### config.mk
export PLATFORM = sky130hd
export DESIGN_NAME = ps2_mouse_position_tracker_core_flat
export DESIGN_NICKNAME = d
export VERILOG_FILES = /design/src/sv/pmpt_pkg.sv /design/src/sv/pmpt_if.sv /design/src/sv/pmpt_assembler.sv /design/src/sv/pmpt_tracker.sv /design/src/sv/ps2_mouse_position_tracker_core.sv /design/src/flat_wrapper.sv
export SDC_FILE = /design/constraint.sdc
export NUM_CORES = 1
export LEC_CHECK = 0
export BUFFER_PORTS_ARGS = -buffer_cell sky130_fd_sc_hd__buf_4
export CAP_MARGIN = 30
export CORE_MARGIN = 1.5
export CORE_UTILIZATION = 55
export CTS_CLUSTER_DIAMETER = 200
export DETAILED_ROUTE_END_ITERATION = 10
export GPL_TIMING_DRIVEN = 0
export PLACE_DENSITY = 0.79
export SETUP_SLACK_MARGIN = 0.2
export SLEW_MARGIN = 20
export SYNTH_ARGS = -nofsm -noshare
export SYNTH_HDL_FRONTEND = slang
export SYNTH_SLANG_ARGS = --single-unit
### constraint.sdc
create_clock -name clk -period 19.1 [get_ports clk]
set_input_delay 0 -clock clk [delete_from_list [all_inputs] [get_ports clk]]
set_output_delay 0 -clock clk [all_outputs]
set_load 0.02 [all_outputs]
### src/sv/pmpt_pkg.sv
// ============================================================================
// pmpt_pkg
// Types, constants and helpers shared by the mouse position tracker.
// ============================================================================
package pmpt_pkg;

    localparam int BYTE_W    = 8;
    localparam int COORD_W   = 16;
    localparam int BTN_W     = 3;
    localparam int CFG_IDX_W = 2;
    localparam int DELTA_W   = 9;
    localparam int SUM_W     = COORD_W + 2;

    localparam int XSIGN_BIT = 4;
    localparam int YSIGN_BIT = 5;
    localparam int XOVF_BIT  = 6;
    localparam int YOVF_BIT  = 7;

    typedef logic [1:0] byte_idx_t;

    localparam byte_idx_t IDX_HEADER = 2'd0;
    localparam byte_idx_t IDX_DX     = 2'd1;
    localparam byte_idx_t IDX_DY     = 2'd2;

    typedef enum logic [CFG_IDX_W-1:0] {
        CFG_MIN_X,
        CFG_MIN_Y,
        CFG_MAX_X,
        CFG_MAX_Y
    } cfg_idx_t;

    localparam logic signed [COORD_W-1:0] MIN_X_RESET = 16'sd0;
    localparam logic signed [COORD_W-1:0] MIN_Y_RESET = 16'sd0;
    localparam logic signed [COORD_W-1:0] MAX_X_RESET = 16'sd319;
    localparam logic signed [COORD_W-1:0] MAX_Y_RESET = 16'sd199;

    typedef struct packed {
        logic              complete;
        logic [BYTE_W-1:0] header;
        logic [BYTE_W-1:0] dx_low;
        logic [BYTE_W-1:0] dy_low;
    } pkt_t;

    typedef struct packed {
        logic signed [COORD_W-1:0] cursor_x;
        logic signed [COORD_W-1:0] cursor_y;
        logic [BTN_W-1:0]          buttons;
        logic                      dropped;
    } res_t;

    function automatic logic signed [DELTA_W-1:0] delta9(
        input logic [BYTE_W-1:0] low,
        input logic              neg
    );
        return $signed({neg, low});
    endfunction

    // lower bound first, upper bound second
    function automatic logic signed [COORD_W-1:0] clamp(
        input logic signed [SUM_W-1:0]   v,
        input logic signed [COORD_W-1:0] lo,
        input logic signed [COORD_W-1:0] hi
    );
        logic signed [SUM_W-1:0] r;
        logic signed [SUM_W-1:0] lo_w;
        logic signed [SUM_W-1:0] hi_w;
        r    = v;
        lo_w = SUM_W'(lo);
        hi_w = SUM_W'(hi);
        if (r < lo_w)
        begin
            r = lo_w;
        end
        if (r > hi_w)
        begin
            r = hi_w;
        end
        return r[COORD_W-1:0];
    endfunction

endpackage

### src/sv/pmpt_if.sv
// ============================================================================
// pmpt_if
// Valid/ready channels for controller bytes and cursor results.
// ============================================================================
interface pmpt_in_if;
    logic                         valid;
    logic                         ready;
    logic [pmpt_pkg::BYTE_W-1:0]  rx_byte;
    logic                         from_aux;

    modport source (output valid, output rx_byte, output from_aux, input ready);
    modport sink   (input valid, input rx_byte, input from_aux, output ready);
endinterface

interface pmpt_out_if;
    logic                                valid;
    logic                                ready;
    logic signed [pmpt_pkg::COORD_W-1:0] cursor_x;
    logic signed [pmpt_pkg::COORD_W-1:0] cursor_y;
    logic [pmpt_pkg::BTN_W-1:0]          buttons;
    logic                                dropped;

    modport source (output valid, output cursor_x, output cursor_y, output buttons,
                    output dropped, input ready);
    modport sink   (input valid, input cursor_x, input cursor_y, input buttons,
                    input dropped, output ready);
endinterface

### src/sv/pmpt_assembler.sv
// ============================================================================
// pmpt_assembler
// Gathers mouse port bytes into three-byte packets.
// ============================================================================
module pmpt_assembler (
    input  logic                        clk,
    input  logic                        rst_n,
    input  logic                        fire,
    input  logic [pmpt_pkg::BYTE_W-1:0] rx_byte,
    input  logic                        from_aux,
    output pmpt_pkg::pkt_t              pkt
);
    import pmpt_pkg::*;

    byte_idx_t         idx_reg;
    byte_idx_t         idx_next;
    logic [BYTE_W-1:0] header_reg;
    logic [BYTE_W-1:0] dx_reg;
    logic              take;

    assign take = fire && from_aux;

    always_comb
    begin
        idx_next = idx_reg;
        if (take)
        begin
            case (idx_reg)
                IDX_HEADER: idx_next = IDX_DX;
                IDX_DX:     idx_next = IDX_DY;
                default:    idx_next = IDX_HEADER;
            endcase
        end
    end

    always_ff @(posedge clk or negedge rst_n)
    begin
        if (!rst_n)
        begin
            idx_reg <= IDX_HEADER;
        end
        else
        begin
            idx_reg <= idx_next;
        end
    end

    always_ff @(posedge clk)
    begin
        if (take && idx_reg == IDX_HEADER)
        begin
            header_reg <= rx_byte;
        end
        if (take && idx_reg == IDX_DX)
        begin
            dx_reg <= rx_byte;
        end
    end

    always_comb
    begin
        pkt.complete = take && (idx_reg >= IDX_DY);
        pkt.header   = header_reg;
        pkt.dx_low   = dx_reg;
        pkt.dy_low   = rx_byte;
    end

endmodule

### src/sv/pmpt_tracker.sv
// ============================================================================
// pmpt_tracker
// Bound registers, cursor accumulate and clamp, button state.
// ============================================================================
module pmpt_tracker (
    input  logic                           clk,
    input  logic                           rst_n,
    input  logic                           cfg_we,
    input  logic [pmpt_pkg::CFG_IDX_W-1:0] cfg_index,
    input  logic [pmpt_pkg::COORD_W-1:0]   cfg_data,
    input  pmpt_pkg::pkt_t                 pkt,
    output pmpt_pkg::res_t                 res
);
    import pmpt_pkg::*;

    logic signed [COORD_W-1:0] min_x_reg;
    logic signed [COORD_W-1:0] min_y_reg;
    logic signed [COORD_W-1:0] max_x_reg;
    logic signed [COORD_W-1:0] max_y_reg;
    logic signed [COORD_W-1:0] pos_x_reg;
    logic signed [COORD_W-1:0] pos_y_reg;
    logic signed [COORD_W-1:0] pos_x_next;
    logic signed [COORD_W-1:0] pos_y_next;
    logic [BTN_W-1:0]          btn_reg;
    logic [BTN_W-1:0]          btn_next;
    logic                      drop;
    logic signed [DELTA_W-1:0] dx;
    logic signed [DELTA_W-1:0] dy;
    logic signed [SUM_W-1:0]   sum_x;
    logic signed [SUM_W-1:0]   sum_y;

    always_ff @(posedge clk or negedge rst_n)
    begin
        if (!rst_n)
        begin
            min_x_reg <= MIN_X_RESET;
            min_y_reg <= MIN_Y_RESET;
            max_x_reg <= MAX_X_RESET;
            max_y_reg <= MAX_Y_RESET;
        end
        else if (cfg_we)
        begin
            case (cfg_idx_t'(cfg_index))
                CFG_MIN_X: min_x_reg <= $signed(cfg_data);
                CFG_MIN_Y: min_y_reg <= $signed(cfg_data);
                CFG_MAX_X: max_x_reg <= $signed(cfg_data);
                CFG_MAX_Y: max_y_reg <= $signed(cfg_data);
                default:   ;
            endcase
        end
    end

    always_comb
    begin
        drop  = pkt.header[XOVF_BIT] || pkt.header[YOVF_BIT];
        dx    = delta9(pkt.dx_low, pkt.header[XSIGN_BIT]);
        dy    = delta9(pkt.dy_low, pkt.header[YSIGN_BIT]);
        sum_x = SUM_W'(pos_x_reg) + SUM_W'(dx);
        sum_y = SUM_W'(pos_y_reg) - SUM_W'(dy);

        pos_x_next = pos_x_reg;
        pos_y_next = pos_y_reg;
        btn_next   = btn_reg;
        if (pkt.complete && !drop)
        begin
            pos_x_next = clamp(sum_x, min_x_reg, max_x_reg);
            pos_y_next = clamp(sum_y, min_y_reg, max_y_reg);
            btn_next   = pkt.header[BTN_W-1:0];
        end
    end

    always_ff @(posedge clk or negedge rst_n)
    begin
        if (!rst_n)
        begin
            pos_x_reg <= '0;
            pos_y_reg <= '0;
            btn_reg   <= '0;
        end
        else
        begin
            pos_x_reg <= pos_x_next;
            pos_y_reg <= pos_y_next;
            btn_reg   <= btn_next;
        end
    end

    always_comb
    begin
        res.cursor_x = pos_x_next;
        res.cursor_y = pos_y_next;
        res.buttons  = btn_next;
        res.dropped  = drop;
    end

endmodule

### src/sv/ps2_mouse_position_tracker_core.sv
// ============================================================================
// ps2_mouse_position_tracker_core
// PS/2 mouse packet decoder with a clamped cursor position.
// ============================================================================
// Result valid in the cycle after the transfer of a packet's third byte.
// Throughput: one byte per cycle; the input stalls only while a result waits.
// Timing is set by the single accumulate-and-clamp path into the result register.
// Reset: byte position, cursor and buttons clear; bounds return to 0..319, 0..199.
module ps2_mouse_position_tracker_core (
    input  logic                           clk,
    input  logic                           rst_n,
    input  logic                           cfg_we,
    input  logic [pmpt_pkg::CFG_IDX_W-1:0] cfg_index,
    input  logic [pmpt_pkg::COORD_W-1:0]   cfg_data,
    pmpt_in_if.sink                        in_ch,
    pmpt_out_if.source                     out_ch
);
    import pmpt_pkg::*;

    pkt_t pkt;
    res_t res;
    res_t res_reg;
    logic fire;
    logic out_valid_reg;
    logic out_valid_next;

    assign in_ch.ready = !out_valid_reg || out_ch.ready;
    assign fire        = in_ch.valid && in_ch.ready;

    pmpt_assembler u_assembler (
        .clk      (clk),
        .rst_n    (rst_n),
        .fire     (fire),
        .rx_byte  (in_ch.rx_byte),
        .from_aux (in_ch.from_aux),
        .pkt      (pkt)
    );

    pmpt_tracker u_tracker (
        .clk       (clk),
        .rst_n     (rst_n),
        .cfg_we    (cfg_we),
        .cfg_index (cfg_index),
        .cfg_data  (cfg_data),
        .pkt       (pkt),
        .res       (res)
    );

    always_comb
    begin
        out_valid_next = out_valid_reg;
        if (pkt.complete)
        begin
            out_valid_next = 1'b1;
        end
        else if (out_ch.ready)
        begin
            out_valid_next = 1'b0;
        end
    end

    always_ff @(posedge clk or negedge rst_n)
    begin
        if (!rst_n)
        begin
            out_valid_reg <= 1'b0;
        end
        else
        begin
            out_valid_reg <= out_valid_next;
        end
    end

    always_ff @(posedge clk)
    begin
        if (pkt.complete)
        begin
            res_reg <= res;
        end
    end

    assign out_ch.valid    = out_valid_reg;
    assign out_ch.cursor_x = res_reg.cursor_x;
    assign out_ch.cursor_y = res_reg.cursor_y;
    assign out_ch.buttons  = res_reg.buttons;
    assign out_ch.dropped  = res_reg.dropped;

endmodule

### src/flat_wrapper.sv
// flat-port wrapper written by rule: the top's interface ports become plain ports
module ps2_mouse_position_tracker_core_flat import pmpt_pkg::*;
  (clk, rst_n, cfg_we, cfg_index, cfg_data, in_ch_valid, in_ch_rx_byte, in_ch_from_aux, in_ch_ready, out_ch_valid, out_ch_cursor_x, out_ch_cursor_y, out_ch_buttons, out_ch_dropped, out_ch_ready);
  pmpt_in_if in_ch_i ();
  pmpt_out_if out_ch_i ();
  input  logic clk;
  input  logic rst_n;
  input  logic cfg_we;
  input  logic [pmpt_pkg::CFG_IDX_W-1:0] cfg_index;
  input  logic [pmpt_pkg::COORD_W-1:0] cfg_data;
  input wire logic [$bits(in_ch_i.valid)-1:0] in_ch_valid;
  input wire logic [$bits(in_ch_i.rx_byte)-1:0] in_ch_rx_byte;
  input wire logic [$bits(in_ch_i.from_aux)-1:0] in_ch_from_aux;
  output wire logic [$bits(in_ch_i.ready)-1:0] in_ch_ready;
  output wire logic [$bits(out_ch_i.valid)-1:0] out_ch_valid;
  output wire logic [$bits(out_ch_i.cursor_x)-1:0] out_ch_cursor_x;
  output wire logic [$bits(out_ch_i.cursor_y)-1:0] out_ch_cursor_y;
  output wire logic [$bits(out_ch_i.buttons)-1:0] out_ch_buttons;
  output wire logic [$bits(out_ch_i.dropped)-1:0] out_ch_dropped;
  input wire logic [$bits(out_ch_i.ready)-1:0] out_ch_ready;
  assign in_ch_i.valid = in_ch_valid;
  assign in_ch_i.rx_byte = in_ch_rx_byte;
  assign in_ch_i.from_aux = in_ch_from_aux;
  assign in_ch_ready = in_ch_i.ready;
  assign out_ch_valid = out_ch_i.valid;
  assign out_ch_cursor_x = out_ch_i.cursor_x;
  assign out_ch_cursor_y = out_ch_i.cursor_y;
  assign out_ch_buttons = out_ch_i.buttons;
  assign out_ch_dropped = out_ch_i.dropped;
  assign out_ch_i.ready = out_ch_ready;
  ps2_mouse_position_tracker_core u_core (.clk(clk), .rst_n(rst_n), .cfg_we(cfg_we), .cfg_index(cfg_index), .cfg_data(cfg_data), .in_ch(in_ch_i), .out_ch(out_ch_i));
endmodule
==> results of run 1 <==
worst max-delay path, stage by stage, from the launching register on:
cell	delay (ns)
sky130_fd_sc_hd__edfxtp_1	0.43
sky130_fd_sc_hd__ha_1	0.39
sky130_fd_sc_hd__a2111oi_0	0.38
sky130_fd_sc_hd__o21ai_0	0.20
sky130_fd_sc_hd__a31oi_1	0.38
sky130_fd_sc_hd__a21o_1	0.27
sky130_fd_sc_hd__mux2i_1	0.24
sky130_fd_sc_hd__nand2_1	0.09
sky130_fd_sc_hd__ha_1	0.30
sky130_fd_sc_hd__nand4_1	0.15
sky130_fd_sc_hd__nor2_1	0.07
sky130_fd_sc_hd__a2111oi_0	0.36
sky130_fd_sc_hd__a21boi_0	0.41
sky130_fd_sc_hd__mux2i_1	0.84
sky130_fd_sc_hd__mux2i_1	0.31
sky130_fd_sc_hd__inv_1	0.07
sky130_fd_sc_hd__ha_1	0.31
sky130_fd_sc_hd__a21oi_1	0.21
sky130_fd_sc_hd__o221ai_1	0.18
sky130_fd_sc_hd__a211o_1	0.34
sky130_fd_sc_hd__a41oi_1	0.22
sky130_fd_sc_hd__clkbuf_1	0.49
sky130_fd_sc_hd__buf_1	0.56
sky130_fd_sc_hd__a31oi_1	0.24
power by group:
group / internal (W) / total (W) / leakage, nW / switching, W
Sequential: 0.000427 / 0.000474 / 1.71 / 0.0000476
Combinational: 0.000552 / 0.00135 / 3.07 / 0.000795
Clock: 0.000219 / 0.000361 / 0.305 / 0.000142
Total: 0.00120 / 0.00218 / 5.09 / 0.000985
through the flow:
step | cell area (um^2) | hold WS (ns)
2_1_floorplan | 9450 | -0.296
3_3_place_gp | 10200 | 0.202
3_5_place_dp | 10300 | 0.181
4_1_cts | 11200 | 0.0218
5_1_grt | 11200 | 0.00123
6_report | 11200 | -0.0180
final timing paths:
path                                                      end  slack (ns)
worst max-delay path               u_core.out_ch.cursor_x[12]       11.34
worst min-delay path            u_core.u_tracker.pos_y_reg[9]       -0.02
worst max register to register     u_core.out_ch.cursor_x[12]       11.34
worst min register to register    u_core.u_tracker.btn_reg[1]        0.47
max in group asynchronous       u_core.u_tracker.max_y_reg[2]       18.40
min in group clk                u_core.u_assembler.idx_reg[1]        0.04
area by class of cell:
class | instances | area, um^2 | area share
well taps | 220 | 275 | 0.0246
clock buffers | 17 | 425 | 0.0379
inverters | 93 | 349 | 0.0311
flip-flops and latches | 153 | 4100 | 0.366
plain buffers | 24 | 101 | 0.00904
repair buffers | 100 | 860 | 0.0767
clock inverters | 15 | 199 | 0.0177
multi-input cells | 627 | 4900 | 0.437
cell families (layout without fill, tap and decap cells):
group / after synthesis / in the layout / synth area share
fa+ha+maj: 100 / 100 / 0.134
compound gates: 219 / 219 / 0.164
xor+xnor: 19 / 19 / 0.0176
buf+inv: 117 / 249 / 0.0477
simple gates: 212 / 212 / 0.109
mux: 77 / 77 / 0.0935
flops: 153 / 153 / 0.434
cells in the mapped netlist, drive strengths merged, types with 11 or more instances:
cell     n
a21o    23
a21oi   44
a221o   12
a31o    11
a31oi   12
clkbuf  21
dfrtp   90
dfstp   12
edfxtp  51
ha      98
inv     93
mux2    72
nand2   78
nand3   11
nand4   12
nor2    36
nor3    26
o21ai   40
o31ai   15
xnor2   13
metal layers:
layer | part of all wire | GRT usage
met1 | 0.41 | 0.374
met3 | 0.061 | 0.0510
met5 | 0 | 0
met4 | 0.043 | 0.139
met2 | 0.48 | 0.486
cell usage in the layout (no fill, tap or decap), drive strengths merged, types with 13 or more instances in the layout:
master / instances
nor2: 36
dlygate4sd3: 27
dfrtp: 90
nor3: 26
a21o: 23
inv: 95
a21oi: 44
nand2: 78
edfxtp: 51
o31ai: 15
clkbuf: 38
buf: 76
xnor2: 13
mux2: 72
o21ai: 40
ha: 98
==> results.md, run 1 <==
Setup path:
- STA puts the critical path data arrival time at 7.89 ns.
- The critical path capture point type is a flop.
- STA classifies the critical path startpoint as a flop.
- The first element of the critical path is u_core.u_assembler.dx_reg[6].
- In this run the critical register-to-register path is launched from u_core.u_assembler.dx_reg[6].
- The critical path required time is 19.23 ns.
- For the worst flop-to-flop path, the logic depth is 23.
- The critical-path maximum fanout is 10.
- By startpoint and endpoint, the worst setup path is classified as reg -> reg.

GRT:
- The initial antenna violation count was 0.
- The first global-routing pass estimated 40,100 um of wire.
- Summed over all layers, the global routing overflow is 0.
- The global-route usage over all layers is 0.293.
- Entering global routing, the biggest net connects 103 pins.
- The via count of the first global-routing pass is 7,615.

Yosys:
- The most area-hungry cell type in the Yosys netlist is sky130_fd_sc_hd__dfrtp_1.
- The count of mapped cells out of synthesis is 897.
- Of the post-synthesis cell area, the dominant cell type holds 0.238.
- The number of warnings printed during yosys synthesis is 0.
- The post-synth design cell area is 9450 um^2.
- Each instance of the synthesized netlist takes up on average 10.5 um^2.
- The sequential element share of the synthesized area is 0.434.
- Of all flip-flops after synthesis, the portion carrying an async set or reset was 0.667.
- The synthesized netlist net count is 1,029.
- The number of enable-type register cells in the synthesized netlist is 51.
- The post-synthesis register bit count is 153.
- The number of different library cells used by synthesis comes to 66.
- After synthesis, the cell types taking the most area are sky130_fd_sc_hd__dfrtp_1 (24%), sky130_fd_sc_hd__edfxtp_1 (16%), sky130_fd_sc_hd__ha_1 (13%).
- Among all flip-flop cells after synthesis, the most frequent one is sky130_fd_sc_hd__dfrtp_1.

Layout:
- The layout filler cell count is 1,242.
- The layout net count is 1,148.
- The post-layout instance count excluding filler cells is 1,249.
- From synthesis to final layout, the design area changed by 18.7%.
- The final core area utilization is 0.671.
- In the final layout, the share of cells above drive strength 1 is 0.216.
- The repair_antennas step left the layout with diodes totalling 0.

Detailed routing:
- In the routed layout, each cell is associated on average with a via count of 6.09.
- After detailed routing, the number of remaining DRC violations is 0.
- The average detailed-routed wire length per instance is 20.1 um.
- The first detailed-routing pass took 5 iterations.
- The number of routed nets with antenna violations is 0.
- The total vias in the final route is 7,604.
- The initial DRC count is 746.
- After detailed routing, the total wire length is 25,100 um.

Timing:
- The final number of hold-violating endpoints is 21.
- The count of pins over their slew limit came to 0.
- For the finished layout, the period the worst path requires is 7.76 ns.
- Setup repair after global routing left no endpoint under its margin.
- The final setup violation count is 0.
- Across all setup checks in the final design, the least slack found is 11.34 ns.
- In this run the tightest slew margin relative to its limit is 0.351.
- Clock skew on the completed layout was measured at 0.00656 ns.
- For the pin with the worst max-slew slack, the measured transition is 0.946 ns.
- The final sum of negative setup slack is 0 ns.
- The worst hold slack after final layout is -0.0180 ns.
- The highest achievable clock rate is 129 MHz.
- The part of the cycle the worst path needs is 0.406.

Clock tree:
- The number of hold buffers added after CTS was 27.
- The maximum buffer depth of the clock tree is 2.
- The clock transition time at the flip-flop clock pins of the worst setup and hold paths is 0.06 ns.
- The number of buffers inserted during clock tree synthesis is 17.
- The clock network latency to the later pin of the worst-skew pair is 0.43 ns.
- The number of setup buffers added after CTS is 0.
- The TritonCTS clock tree is yes.
- CTS placed an instance of sky130_fd_sc_hd__clkbuf_16 at the clock tree root.
- Clock tree synthesis found a total of 153 sinks.
- The count of H-tree levels built during CTS is 4.
- The count of cells resized by post-cts repair is 0.

Power and ir drop:
- Summed over all cells, the static leakage comes to 5.09 nW.
- The total power of the final layout is 0.00218 W.
- The power density over cell area is 195 nW/um^2.
- IR analysis of the VDD net gives a maximum drop of 119 uV.

Die:
- For this configuration, the core starts out at a cell density of 0.566.
- The top-level port count is 70.
- The site row count is 47.
- The floorplan step defined a die boundary enclosing 18,000 um^2.
- After floorplanning, the core was sized to cover 16,700 um^2.
- The die height is 134 um.
- The horizontal extent of the die is 134 um.

Hold path:
- The path class of the lowest-slack min-delay path is in -> async.

Placed design:
- The port buffer count is 69.
- The congestion estimate from routability-driven global placement came to 0.966.
- The number of placed instances, taps included, is 1,189.
- After legalization and detailed placement, the total HPWL measured 18,300 um.
- Before CTS, the worst setup slack after placement is 11.56 ns.

Flow run:
- The number of max-cap violations is 0.

Run status:
- The run finished, with violations left.
- The final reports fail on negative hold slack.
(Power assumes the default switching activity.)
==> inputs of run 2 (changes only) <==
--- a/config.mk
+++ b/config.mk
@@ -5,6 +5,7 @@
 export SDC_FILE = /design/constraint.sdc
 export NUM_CORES = 1
 export LEC_CHECK = 0
+export ABC_AREA = 1
 export BUFFER_PORTS_ARGS = -buffer_cell sky130_fd_sc_hd__buf_4
 export CAP_MARGIN = 30
 export CORE_MARGIN = 1.5
@@ -12,7 +13,7 @@
 export CTS_CLUSTER_DIAMETER = 200
 export DETAILED_ROUTE_END_ITERATION = 10
 export GPL_TIMING_DRIVEN = 0
-export PLACE_DENSITY = 0.79
+export PLACE_DENSITY = 0.82
 export SETUP_SLACK_MARGIN = 0.2
 export SLEW_MARGIN = 20
 export SYNTH_ARGS = -nofsm -noshare
==> constraint.sdc (replaced) <==
create_clock -name clk -period 6.5 [get_ports clk]
set_input_delay 0 -clock clk [delete_from_list [all_inputs] [get_ports clk]]
set_output_delay 0 -clock clk [all_outputs]
set_load 0.02 [all_outputs]
==> run 2 against run 1 <==
Effect of this change:
- the run now ends clean
- worst setup slack lost 11 ns
- clock-buffer cell count up 4
- worst hold slack better by 0.077 ns
- register-to-register slack got worse by 11 ns
- synthesized area is 3.8% higher
- global-route usage up 0.40 points
- via count is 18% higher
- first-iteration DRC count up 18%
- critical path depth up 16
- die area rose by 3.7%
- routed wire length grew 4.9%
==> results.md, run 2 <==
Run status:
- The run finished with clean final reports.

Detailed routing:
- The via count normalized by instance count is 5.45.
- The total vias in the final route is 8,936.
- The number of iterations in the first detailed-routing pass is 7.
- After detailed routing, the average wire length per cell comes to 16.0 um.
- In this run, the number of DRC markers left after iteration 0 of detailed routing was 879.
- The count of unresolved DRC violations after routing is 0.
- The overall routed net length is 26,300 um.
- The number of routed nets with antenna violations is 0.

Yosys:
- The number of warnings printed during yosys synthesis is 0.
- In this run the mean area of a mapped cell was 7.67 um^2.
- The sequential element share of the synthesized area is 0.418.
- Yosys attributes the largest share of cell area to sky130_fd_sc_hd__dfrtp_1 (23%), sky130_fd_sc_hd__nand2_1 (16%), sky130_fd_sc_hd__edfxtp_1 (16%).
- Synthesis inferred 153 register bits.
- Synthesis produced 1,278 cells.
- Of all cell types, the one taking the most synthesized area is sky130_fd_sc_hd__dfrtp_1.
- The async set or reset register ratio after synthesis is 0.667.
- Of the post-synthesis cell area, the dominant cell type holds 0.230.
- Counting every net in the synthesized netlist gives 1,410.
- The cell area that synthesis handed to floorplanning was 9800 um^2.
- Ranked by instance count, the synthesized netlist is headed by sky130_fd_sc_hd__nand2_1 (429), sky130_fd_sc_hd__inv_1 (191), sky130_fd_sc_hd__nand3_1 (108).
- The number of enable-type register cells in the synthesized netlist is 51.
- The count of distinct cell types in the synthesized netlist is 34.
- The most numerous cell in the Yosys netlist is sky130_fd_sc_hd__nand2_1.
- The top flip-flop cell by instance count after synthesis is sky130_fd_sc_hd__dfrtp_1.

Clock tree:
- The tree is rooted in a sky130_fd_sc_hd__clkbuf_16.
- The clock transition time at the flip-flop clock pins of the worst setup and hold paths is 0.07 ns.
- In this run the deepest clock path goes through 2 buffers.
- After clock tree synthesis, the setup repair step added 0 buffers.
- The clock network latency to the later pin of the worst-skew pair is 0.44 ns.
- The number of clock buffers added by TritonCTS is 17.
- The number of clock sinks is 153.
- TritonCTS built the clock tree.
- The count of H-tree levels built during CTS is 4.

Layout:
- The area growth from synthesis to layout is 18.3%.
- At the end of the flow, the number of nets in the layout was 1,534.
- The diode insertion count for antenna repair is 0.
- The most common cell after layout, fill and taps aside is sky130_fd_sc_hd__nand2_1.
- The layout filler cell count is 1,429.
- In the final layout, the share of cells above drive strength 1 is 0.0989.
- The top cell types in the final layout, fill and taps aside, are sky130_fd_sc_hd__nand2_1 (429), sky130_fd_sc_hd__inv_1 (191), sky130_fd_sc_hd__nand3_1 (108), sky130_fd_sc_hd__ha_1 (98), sky130_fd_sc_hd__dfrtp_1 (90).

Timing:
- For the pin with the worst max-slew slack, the measured transition is 0.700 ns.
- The final sum of negative setup slack is 0 ns.
- Setup repair after global routing left no endpoint under its margin.
- The final setup violation count is 0.
- The setup skew after layout is 0.00766 ns.
- The count of pins over their slew limit is 0.
- Of the available clock period, the critical path in the final layout requires 0.875.
- The final number of hold-violating endpoints is 0.
- The highest achievable clock rate is 176 MHz.
- The post-layout minimum cycle time is 5.69 ns.
- In this run the tightest slew margin relative to its limit is 0.532.

GRT:
- The via count of the first global-routing pass came to 8,594.
- The first global-routing pass estimated 42,100 um of wire.
- The initial antenna violation count is 0.
- In the global route stage, overall resource usage came out at 0.297.
- In the global route stage, met1 resource usage came out at 0.385.
- For this run, global-route usage on met3 was measured as 0.0611.
- Global routing finished with a remaining overflow of 0.
- For this run, global-route usage on met2 was measured as 0.481.
- Entering global routing, the biggest net connects 103 pins.
- The global routing's busiest layer is met2.

Die:
- The site row count is 48.
- The die is 137 um tall.
- The top-level port count is 70.
- The starting density of the core is 0.565.
- The core footprint is 17,400 um^2.
- The horizontal extent of the die is 137 um.
- The total die area is 18,600 um^2.

Setup path:
- The worst setup path is launched from a flop.
- The critical path required time is 6.69 ns.
- The worst setup path is captured at a flop.
- The sum of buffers and inverters on the critical path is 6.
- The cell repeated most along the worst path is sky130_fd_sc_hd__nand2_1.
- The cell with the largest stage delay on the worst path is sky130_fd_sc_hd__fa_1.
- The setup check on the worst reg-to-reg path leaves a slack of 0.81 ns.
- The longest individual stage delay on the worst path is 0.43 ns.
- The critical path in this run is classified as reg -> reg.
- STA puts the critical path data arrival time at 5.88 ns.
- The family with the most delay on the worst path is simple AND/OR/NAND/NOR gates.
- In this run the worst path has a maximum fanout of 10.

Hold path:
- The path class of the lowest-slack min-delay path is in -> async.

Placed design:
- The HPWL after detailed placement is 19,600 um.
- Routability-driven placement finished with a final weighted congestion of 0.935.
- The count of buffers added on input and output ports is 69.

Flow run:
- The tool flagged a number of max-cap violations equal to 0.
-- run 2: cell count changes after synthesis, sizes merged, moves of 18 or more --
cell / before / now
nor3: 26 / 6
o21ai: 40 / 70
nand3: 11 / 109
inv: 93 / 191
nor2: 36 / 54
a21oi: 44 / 80
mux2: 72 / 3
nand2: 78 / 435
-- run 2: cells by family after synthesis --
group / share of synthesized area
and+or+nand+nor: 0.259
buffers and inverters: 0.0864
AOI/OAI and AO/OA: 0.0891
DFF: 0.418
adders and majority gates: 0.129
xor gates and xnor gates: 0.0143
muxes: 0.00345
-- run 2: worst paths after layout --
path | from | end | cells after the start
worst max-delay path | u_core.u_tracker.pos_y_reg[0] | u_core.out_ch.cursor_y[9] | 39
worst min-delay path | rst_n | u_core.u_tracker.pos_y_reg[11] | 2
worst max register to register | u_core.u_tracker.pos_y_reg[0] | u_core.out_ch.cursor_y[9] | 39
worst min register to register | u_core.u_tracker.max_y_reg[10] | u_core.u_tracker.max_y_reg[10] | 2
max in group asynchronous | rst_n | u_core.u_tracker.max_y_reg[2] | 3
min in group clk | in_ch_from_aux | u_core.u_assembler.idx_reg[0] | 4
-- run 2: worst reg2reg max path, delay by kind of cell, from the launching register on --
family,cells,cell delay [ns]
buffers and inverters,6,0.87
DFF,1,0.37
and+or+nand+nor,29,2.90
adders and majority gates,4,1.28
-- run 2: cell type report --
cell class                      count  area [um^2]  share of cell area
Clock buffer                       21          472              0.0407
Multi-Input combinational cell    905         4860               0.420
Clock inverter                     11          110             0.00950
Buffer                             29          131              0.0113
Sequential cell                   153         4100               0.354
Tap cell                          225          282              0.0243
Timing Repair Buffer              105          917              0.0791
Inverter                          191          717              0.0618
-- run 2: layer usage --
| metal | routed length [um] | up-vias |
|---|---|---|
| li1 | - | 4371 |
| met1 | 11400 | 4150 |
| met2 | 12300 | 348 |
| met3 | 1660 | 67 |
| met4 | 928 | 0 |
| met5 | 0 | - |
-- run 2: metrics by stage --
stage	instances	cell area, um^2	hold WS (ns)	setup WS [ns]	utilization
global route	1640	11600	0.0874	0.237	0.668
CTS	1639	11600	0.0535	0.845	0.666
global placement	1572	10600	0.199	1.03	0.611
detailed placement	1573	10600	0.194	0.965	0.613
floorplan	1278	9800	-0.296	1.78	-
finish	1640	11600	0.0595	0.811	0.668
-- run 2: repair_timing --
action | in CTS | in global routing
resized for setup | 0 | 1
hold buffers | 34 | 0
endpoints found under the setup margin | 0 | 10
endpoints found under the hold margin | 171 | 0
Power of run 2 is left out: the tool's default activity adds up to more than one toggle a clock period on the data nets, which glitch-free logic cannot reach.
==> inputs of run 3 (changes only) <==
--- a/config.mk
+++ b/config.mk
@@ -10,6 +10,7 @@
 export CAP_MARGIN = 30
 export CORE_MARGIN = 1.5
 export CORE_UTILIZATION = 55
+export CTS_BUF_LIST = sky130_fd_sc_hd__clkbuf_8
 export CTS_CLUSTER_DIAMETER = 200
 export DETAILED_ROUTE_END_ITERATION = 10
 export GPL_TIMING_DRIVEN = 0
==> run 3 against run 2 <==
Effect of this change:
- cell area shrank 1.6%
- non-clock buffer count unchanged
- clock skew up 0.0027 ns
- core utilization is 1.1 points lower
- clock-buffer cell count shrank 3
- global-route usage down 0.65 points
- via count shrank 1.3%
- register-to-register slack better by 0.02 ns
- cell count did not move
- die area unchanged
- routed wire length shrank 2.2%
- critical path type unchanged
- largest cell class unchanged
- highest routed layer unchanged
==> results.md, run 3 (synthesized netlist as in run 2, its figures left out) <==
Run status:
- The flow ran to the end, and the final reports show no timing, DRC or antenna violations.

Layout:
- The most common cell after layout, fill and taps aside is sky130_fd_sc_hd__nand2_1.
- The net count of the finished layout is 1,534.
- The post-layout instance count excluding filler cells is 1,640.
- In the layout the commonest cells are sky130_fd_sc_hd__nand2_1 (429), sky130_fd_sc_hd__inv_1 (193), sky130_fd_sc_hd__nand3_1 (108), sky130_fd_sc_hd__ha_1 (98), sky130_fd_sc_hd__dfrtp_1 (90).
- The share of layout cells above drive strength 1 is 0.0989.
- From synthesis to final layout, the design area changed by 16.3%.
- The repair_antennas step left the layout with diodes totalling 0.

Timing:
- The count of pins over their slew limit was 0.
- Dividing the final minimum period by the clock period gives 0.871.
- The final sum of negative setup slack is 0 ns.
- The final number of hold-violating endpoints came to 0.
- For the pin with the worst max-slew slack, the measured transition is 0.679 ns.
- Setup repair after global routing left no endpoint under its margin.
- The post-layout minimum cycle time is 5.66 ns.
- The highest achievable clock rate is 177 MHz.
- The setup skew after layout is 0.0104 ns.
- The final setup violation count is 0.
- The worst pin sits at a relative slew slack of 0.546.
- The slack of the critical path is 0.835 ns.

GRT:
- The met3 capacity usage during global routing is 0.0441.
- Across every metal layer, demand over resource in global routing totals 0.290.
- The first global-routing pass estimated 41,500 um of wire.
- The via count of the first global-routing pass came to 8,489.
- met2 is the most crowded layer.
- For this run, global-route usage on met1 was measured as 0.391.
- The initial antenna violation count is 0.
- For this run the aggregate overflow at the end of global routing stands at 0.
- For this run, global-route usage on met2 was measured as 0.470.
- Entering global routing, the biggest net connects 103 pins.

Die:
- The site row count is 48.
- The initial utilization of the core area, before any placement, comes to 0.565.
- The total die area is 18,600 um^2.
- Measured along the y axis, the die boundary spans 137 um.
- The core region is 17,400 um^2.
- The horizontal extent of the die is 137 um.
- Pin placement for this block handled 70 I/O pins.

Setup path:
- The critical path class is reg -> reg.
- The number of cells on the worst reg-to-reg path is 39.
- Counting stages on the worst path, the most repeated cell is sky130_fd_sc_hd__nand2_1.
- The beginning of the worst register-to-register path is u_core.u_tracker.pos_y_reg[0].
- The cell family contributing the most delay on the critical path is simple AND/OR/NAND/NOR gates.
- The critical path contains buffers and inverters numbering 6 combined.
- The worst register-to-register path ends at u_core.out_ch.cursor_y[9].
- The cell with the largest stage delay on the worst path is sky130_fd_sc_hd__fa_1.
- STA classifies the critical path endpoint as a flop.
- Setup slack on the worst reg-to-reg path comes out at 0.84 ns.
- The longest individual stage delay on the worst path is 0.42 ns.
- The worst setup path endpoint is u_core.out_ch.cursor_y[9].
- The arrival time at the worst endpoint is 5.88 ns.
- In this run the worst setup path begins at u_core.u_tracker.pos_y_reg[0].
- The cell count along the critical path is 39.
- For the worst setup path, the data required time is 6.72 ns.
- The critical-path maximum fanout is 10.
- The worst setup path is launched from a flop.

Detailed routing:
- The via count normalized by instance count is 5.38.
- The overall routed net length is 25,700 um.
- Once detail routing completed, the nets flagged for antenna violations numbered 0.
- For this block, the initial DRC count from the detailed router was 824.
- Detailed routing inserted a total of 8,822 vias.
- For this run, design rule violations remaining after detail routing come to 0.
- The number of iterations in the first detailed-routing pass is 9.
- The average detailed-routed wire length per instance is 15.7 um.

Clock tree:
- The TritonCTS clock tree is yes.
- Once the clock tree was built, the setup fixing pass inserted 0 buffers.
- The H-tree was split into 4 levels.
- The number of buffers inserted during clock tree synthesis is 17.
- The clock transition time at the flip-flop clock pins of the worst setup and hold paths is 0.09 ns.
- The clock network latency to the later pin of the worst-skew pair is 0.47 ns.
- The number of clock sinks is 153.
- The maximum buffer depth of the clock tree is 2.
- The cell sitting at the root of the clock tree is a sky130_fd_sc_hd__clkbuf_8.

Placed design:
- Input and output buffers added on the ports amount to 69.
- Timing analysis after detailed placement gives a worst setup slack of 0.965 ns.
- Routability-driven placement finished with a final weighted congestion of 0.935.
- The HPWL after detailed placement is 19,600 um.
- The cell total after placement is 1,573.

Flow run:
- The number of max-cap violations is 0.

Hold path:
- The path class of the lowest-slack min-delay path is in -> async.
## run 3: changes by cell type in the layout (fill, tap and decap cells not counted)
cell,change
sky130_fd_sc_hd__clkbuf_16,-18
sky130_fd_sc_hd__clkbuf_1,-2
sky130_fd_sc_hd__clkbuf_8,+17
sky130_fd_sc_hd__inv_1,+2
sky130_fd_sc_hd__bufinv_16,+1
## run 3: final cells by class
cell class,instances,area (um^2)
timing repair buffer,105,917
inverter,191,717
tap,225,282
sequential,153,4100
multi-input combinational,905,4860
buffer,29,131
fill,1452,5950
clock inverter,14,148
clock buffer,18,248
## run 3: timing repair
item / CTS / global route
endpoints found under the setup margin: 0 / 10
endpoints found under the hold margin: 171 / 0
resized for setup: 0 / 1
hold buffers: 34 / 0
## run 3: per-layer routing
layer | part of all wire | vias up
li1 | - | 4366
met3 | 0.057 | 54
met4 | 0.030 | 0
met5 | 0 | -
met1 | 0.45 | 4089
met2 | 0.47 | 313
## run 3: worst min-delay path by stage
stage,start,end,depth (start not counted)
3_5_place_dp,rst_n,u_core.u_tracker.min_y_reg[13],1
4_1_cts,in_ch_from_aux,u_core.u_assembler.idx_reg[0],4
2_1_floorplan,rst_n,u_core.out_ch.valid,0
6_report,rst_n,u_core.u_tracker.pos_x_reg[14],2
5_1_grt,rst_n,u_core.u_tracker.pos_y_reg[11],2
3_3_place_gp,in_ch_rx_byte[3],u_core.u_assembler.dx_reg[3],1
## run 3: stage by stage
stage               hold WS, ns  instance area (um^2)   util
global placement          0.199                 10600  0.611
detailed placement        0.194                 10600  0.613
floorplan                -0.296                  9800      -
finish                   0.0361                 11400  0.657
global route             0.0597                 11400  0.657
CTS                      0.0265                 11400  0.655
Power of run 3 is left out for the same reason.
